**src/hdl/sasl_ram.sv**
```systemverilog
// sasl_ram: generic single-port RAM with registered read
// no dependencies

module sasl_ram #(
   parameter int WIDTH = 8,
   parameter int DEPTH = 16
) (
   input  logic                     clock,
   input  logic                     write_enable,
   input  logic [$clog2(DEPTH)-1:0] address,
   input  logic [WIDTH-1:0]         write_data,
   output logic [WIDTH-1:0]         read_data
);

   logic [WIDTH-1:0] mem_ff [DEPTH];

   always_ff @(posedge clock) begin
      if (write_enable) begin
         mem_ff[address] <= write_data;
      end
      read_data <= mem_ff[address];
   end

endmodule

```
**config.mk**
```make
export PLATFORM = sky130hd
export DESIGN_NAME = sasl_ram
export DESIGN_NICKNAME = d
export VERILOG_FILES = /design/src/hdl/sasl_ram.sv
export SDC_FILE = /design/constraint.sdc
export NUM_CORES = 1
export LEC_CHECK = 0
export ABC_AREA = 0
export BUFFER_PORTS_ARGS = -buffer_cell sky130_fd_sc_hd__buf_2
export CAP_MARGIN = 20
export CORE_MARGIN = 2
export CORE_UTILIZATION = 50
export DETAILED_ROUTE_END_ITERATION = 8
export MAX_ROUTING_LAYER = met4
export PLACE_DENSITY = 0.67
export SLEW_MARGIN = 20
export SYNTH_ARGS = -nofsm -noshare
export SYNTH_HDL_FRONTEND = slang
export SYNTH_SLANG_ARGS = --single-unit
export TNS_END_PERCENT = 100
```
**constraint.sdc**
```tcl
create_clock -name clock -period 2.4 [get_ports clock]
set_input_delay 0.48 -clock clock [delete_from_list [all_inputs] [get_ports clock]]
set_output_delay 0.48 -clock clock [all_outputs]
set_load 0.05 [all_outputs]
```
==> results.sh <==
export IMPL_grt_busiest_layer="met2"
export IMPL_grt_pass1_vias=2501
export IMPL_slew_limit_headroom_pct=53.3
export IMPL_grt_pass1_wl_um=14500
export IMPL_via_count=2418
export IMPL_hp_class="in -> reg"
export IMPL_power_internal_w=0.00468
export IMPL_fin_skew_ps=5.98
export IMPL_cts_hold_buffers=0
export IMPL_crit_fanout=1
export IMPL_rows=36
export IMPL_post_cts_setup_buffer_count=0
export IMPL_cts_buffer_depth=2
export IMPL_status="complete, no violations"
export IMPL_power_per_cell_area_mw_per_mm2=955
export IMPL_grtUsageMet3_pct=5.99
export IMPL_arrival_ps=1140
export IMPL_synth_top_area_share_pct=75.9
export IMPL_final_max_slew_viol_count=0
export IMPL_htree_levels=4
export IMPL_worst_slew_pin_slew_ps=699
export IMPL_period_minus_slack_ps=1620
export IMPL_cts_resized=0
export IMPL_fmax_ghz=0.619
export IMPL_synth_compound_area_share_pct=2.37
export IMPL_seq_area_mm2=0.00400
export IMPL_setup_tns_final_ps=0
export IMPL_yosys_area_share_xor_xnor_pct=0
export IMPL_dieArea_mm2=0.0110
export IMPL_drv_cap=0
export IMPL_netlist_cell_type_count=18
export IMPL_dieWidth_um=105
export IMPL_syn_num_nets=244
export IMPL_post_synth_cell_area_avg_um2=22.0
export IMPL_hpwlAfterDp_um=5820
export IMPL_hold_viol_final=0
export IMPL_coreArea_mm2=0.00982
export IMPL_synth_seq_cells=136
export IMPL_grt_max_degree=40
export IMPL_synth_area_mm2=0.00507
export IMPL_synth_warnings=0
export IMPL_ir_drop_mv=0.566
export IMPL_finalCritPeriodShare_pct=67.3
export IMPL_ys_async_sr_fraction_pct=0
export IMPL_multi_input_area_mm2=0.00100
export IMPL_io_buffers=21
export IMPL_yosysMostFrequentCell="edfxtp_1"
export IMPL_viasPerCell=5.69
export IMPL_rsz0062_at_grt="false"
export IMPL_clk_latency_ps=520
export IMPL_finalInstanceArea_mm2=0.00610
export IMPL_grt_usage_pct=19.3
export IMPL_yosysTopAreaCell="edfxtp_1"
export IMPL_leakage_nw=2.05
export IMPL_synth_fa_ha_area_share_pct=0
export IMPL_cp_end_kind="output port"
export IMPL_switching_share_pct=19.6
export IMPL_gp_congestion=0.783
export IMPL_drc=0
export IMPL_yosys_area_share_simple_pct=3.21
export IMPL_power_w=0.00582
export IMPL_antenna_left=0
export IMPL_p_seq_share_pct=45.9
export IMPL_seq_area_frac_synth_pct=79.0
export IMPL_post_drt_wl_per_cell_um=21.9
export IMPL_synth_main_ff_cell="edfxtp_1"
export IMPL_drtPass1Iterations=4
export IMPL_place_area_mm2=0.00544
export IMPL_synth_cells=230
export IMPL_wl_um=9320
export IMPL_synth_commonest_cells="128 x edfxtp_1, 32 x mux4_2, 16 x a22oi_1, 13 x nor2_1, 9 x nand2_1"
export IMPL_drtIter0Drc=201
export IMPL_cp_num_buf_inv=1
export IMPL_num_antenna_cells=0
export IMPL_max_stage_delay_ps=340
export IMPL_clk_pin_slew_ps=60
export IMPL_cts_inserted_buffers=17
export IMPL_crit_path_cell_trace="buf_2"
export IMPL_cts_tree="yes"
export IMPL_fin_util_pct=62.1
export IMPL_nNetsFinal=293
export IMPL_synth_area_leaders="edfxtp_1 76%, mux4_2 14%, dfxtp_1 3.2%"
export IMPL_crit_type="reg -> out"
export IMPL_synth_edf_count=128
export IMPL_gr_total_overflow=0
export IMPL_pwr_share_comb_pct=5.1
export IMPL_synthMuxAreaShare_pct=14.2
export IMPL_drive_gt1_share_pct=36.0
export IMPL_io_pins=22
export IMPL_start_util_pct=51.6
export IMPL_dieHeight_um=105
export IMPL_antenna_found_initial=0
export IMPL_cts_root_buffer="clkbuf_8"
export IMPL_crit_path_top_delay_cell="dfxtp_1"
export IMPL_startpoint_type="flop"
export IMPL_grt_met2_usage_pct=30.5
export IMPL_use_met1_pct=24.0
export IMPL_final_fill_count=701
export IMPL_switching_power_w=0.00114
export IMPL_area_growth_pct=20.3
export IMPL_clock_sinks=136
export IMPL_p_clk_share_pct=49.1
export IMPL_critPathRequiredTime_ps=1920
export IMPL_crit_family="flip-flops"
export IMPL_synth_top_family_by_area="multiplexers"
export IMPL_setup_viol=0
final timing paths:
kind                               startpoint  depth (start not counted)  slack, ps      endpoint
worst min register to register  mem_ff[10][4]                          3        690  read_data[4]
worst max register to register   mem_ff[3][2]                          3       1040  read_data[2]
worst min-delay path            write_data[5]                          1        350  mem_ff[5][5]
worst max-delay path             read_data[3]                          1        780  read_data[3]
registers in the layout, indices dropped and copies added, names as in the netlist:
register / count
mem_ff: 128
read_data: 8
worst register-to-register path, cell delays in order (launching register included):
cell      delay (ps)
edfxtp_1         390
mux4_2           480
a22oi_1          280
nand2_1           90
kinds of logic (layout without fill, tap and decap cells):
group           count (synthesis)  after routing
mux                            32             32
flops                         136            136
buf+inv                        11             73
simple gates                   35             35
compound gates                 16             16
area by class of cell:
| type | count | share of cell area (%) |
|---|---|---|
| Multi-Input combinational cell | 83 | 16.5 |
| Sequential cell | 136 | 65.7 |
| Clock buffer | 19 | 7.08 |
| Clock inverter | 13 | 3.69 |
| Timing Repair Buffer | 41 | 4.39 |
| Tap cell | 133 | 2.73 |
metrics by stage:
stage,hold slack [ps],instances,setup slack (ps)
2_1_floorplan,579,230,427
5_1_grt,336,425,743
4_1_cts,323,425,743
6_report,348,425,785
3_5_place_dp,670,393,374
3_3_place_gp,659,393,395
power groups by stage:
stage                     sequential, W  clock, W  combinational [W]
after floorplan                 0.00277         0           0.000137
after global placement          0.00272         0           0.000294
after detailed placement        0.00272         0           0.000298
after CTS                       0.00267   0.00290           0.000298
after global routing            0.00267   0.00300           0.000315
final                           0.00267   0.00286           0.000295
metal layers:
| layer | part of all wire, % | vias to the layer above |
|---|---|---|
| li1 | - | 1061 |
| met5 | 0 | - |
| met1 | 43 | 1292 |
| met3 | 4.6 | 8 |
| met2 | 51 | 57 |
| met4 | 1.2 | 0 |
layout by cell type (no fill, tap or decap):
master,netlist,routed
nand3b_1,2,2
mux4_2,32,32
clkinv_2,0,4
clkinv_4,0,2
nand2_1,9,9
a22oi_1,16,16
buf_12,0,1
or3b_2,1,1
clkinvlp_4,0,1
clkbuf_8,0,2
buf_4,0,19
nor2_1,13,13
clkbuf_1,2,1
nor3_1,4,4
edfxtp_1,128,128
bufinv_16,0,6
clkbuf_16,0,16
and2_1,1,1
nor2b_1,2,2
buf_2,2,21
dfxtp_1,8,8
nand3_1,1,1
nand2b_1,2,2
Power figures use the tool's default switching activity.
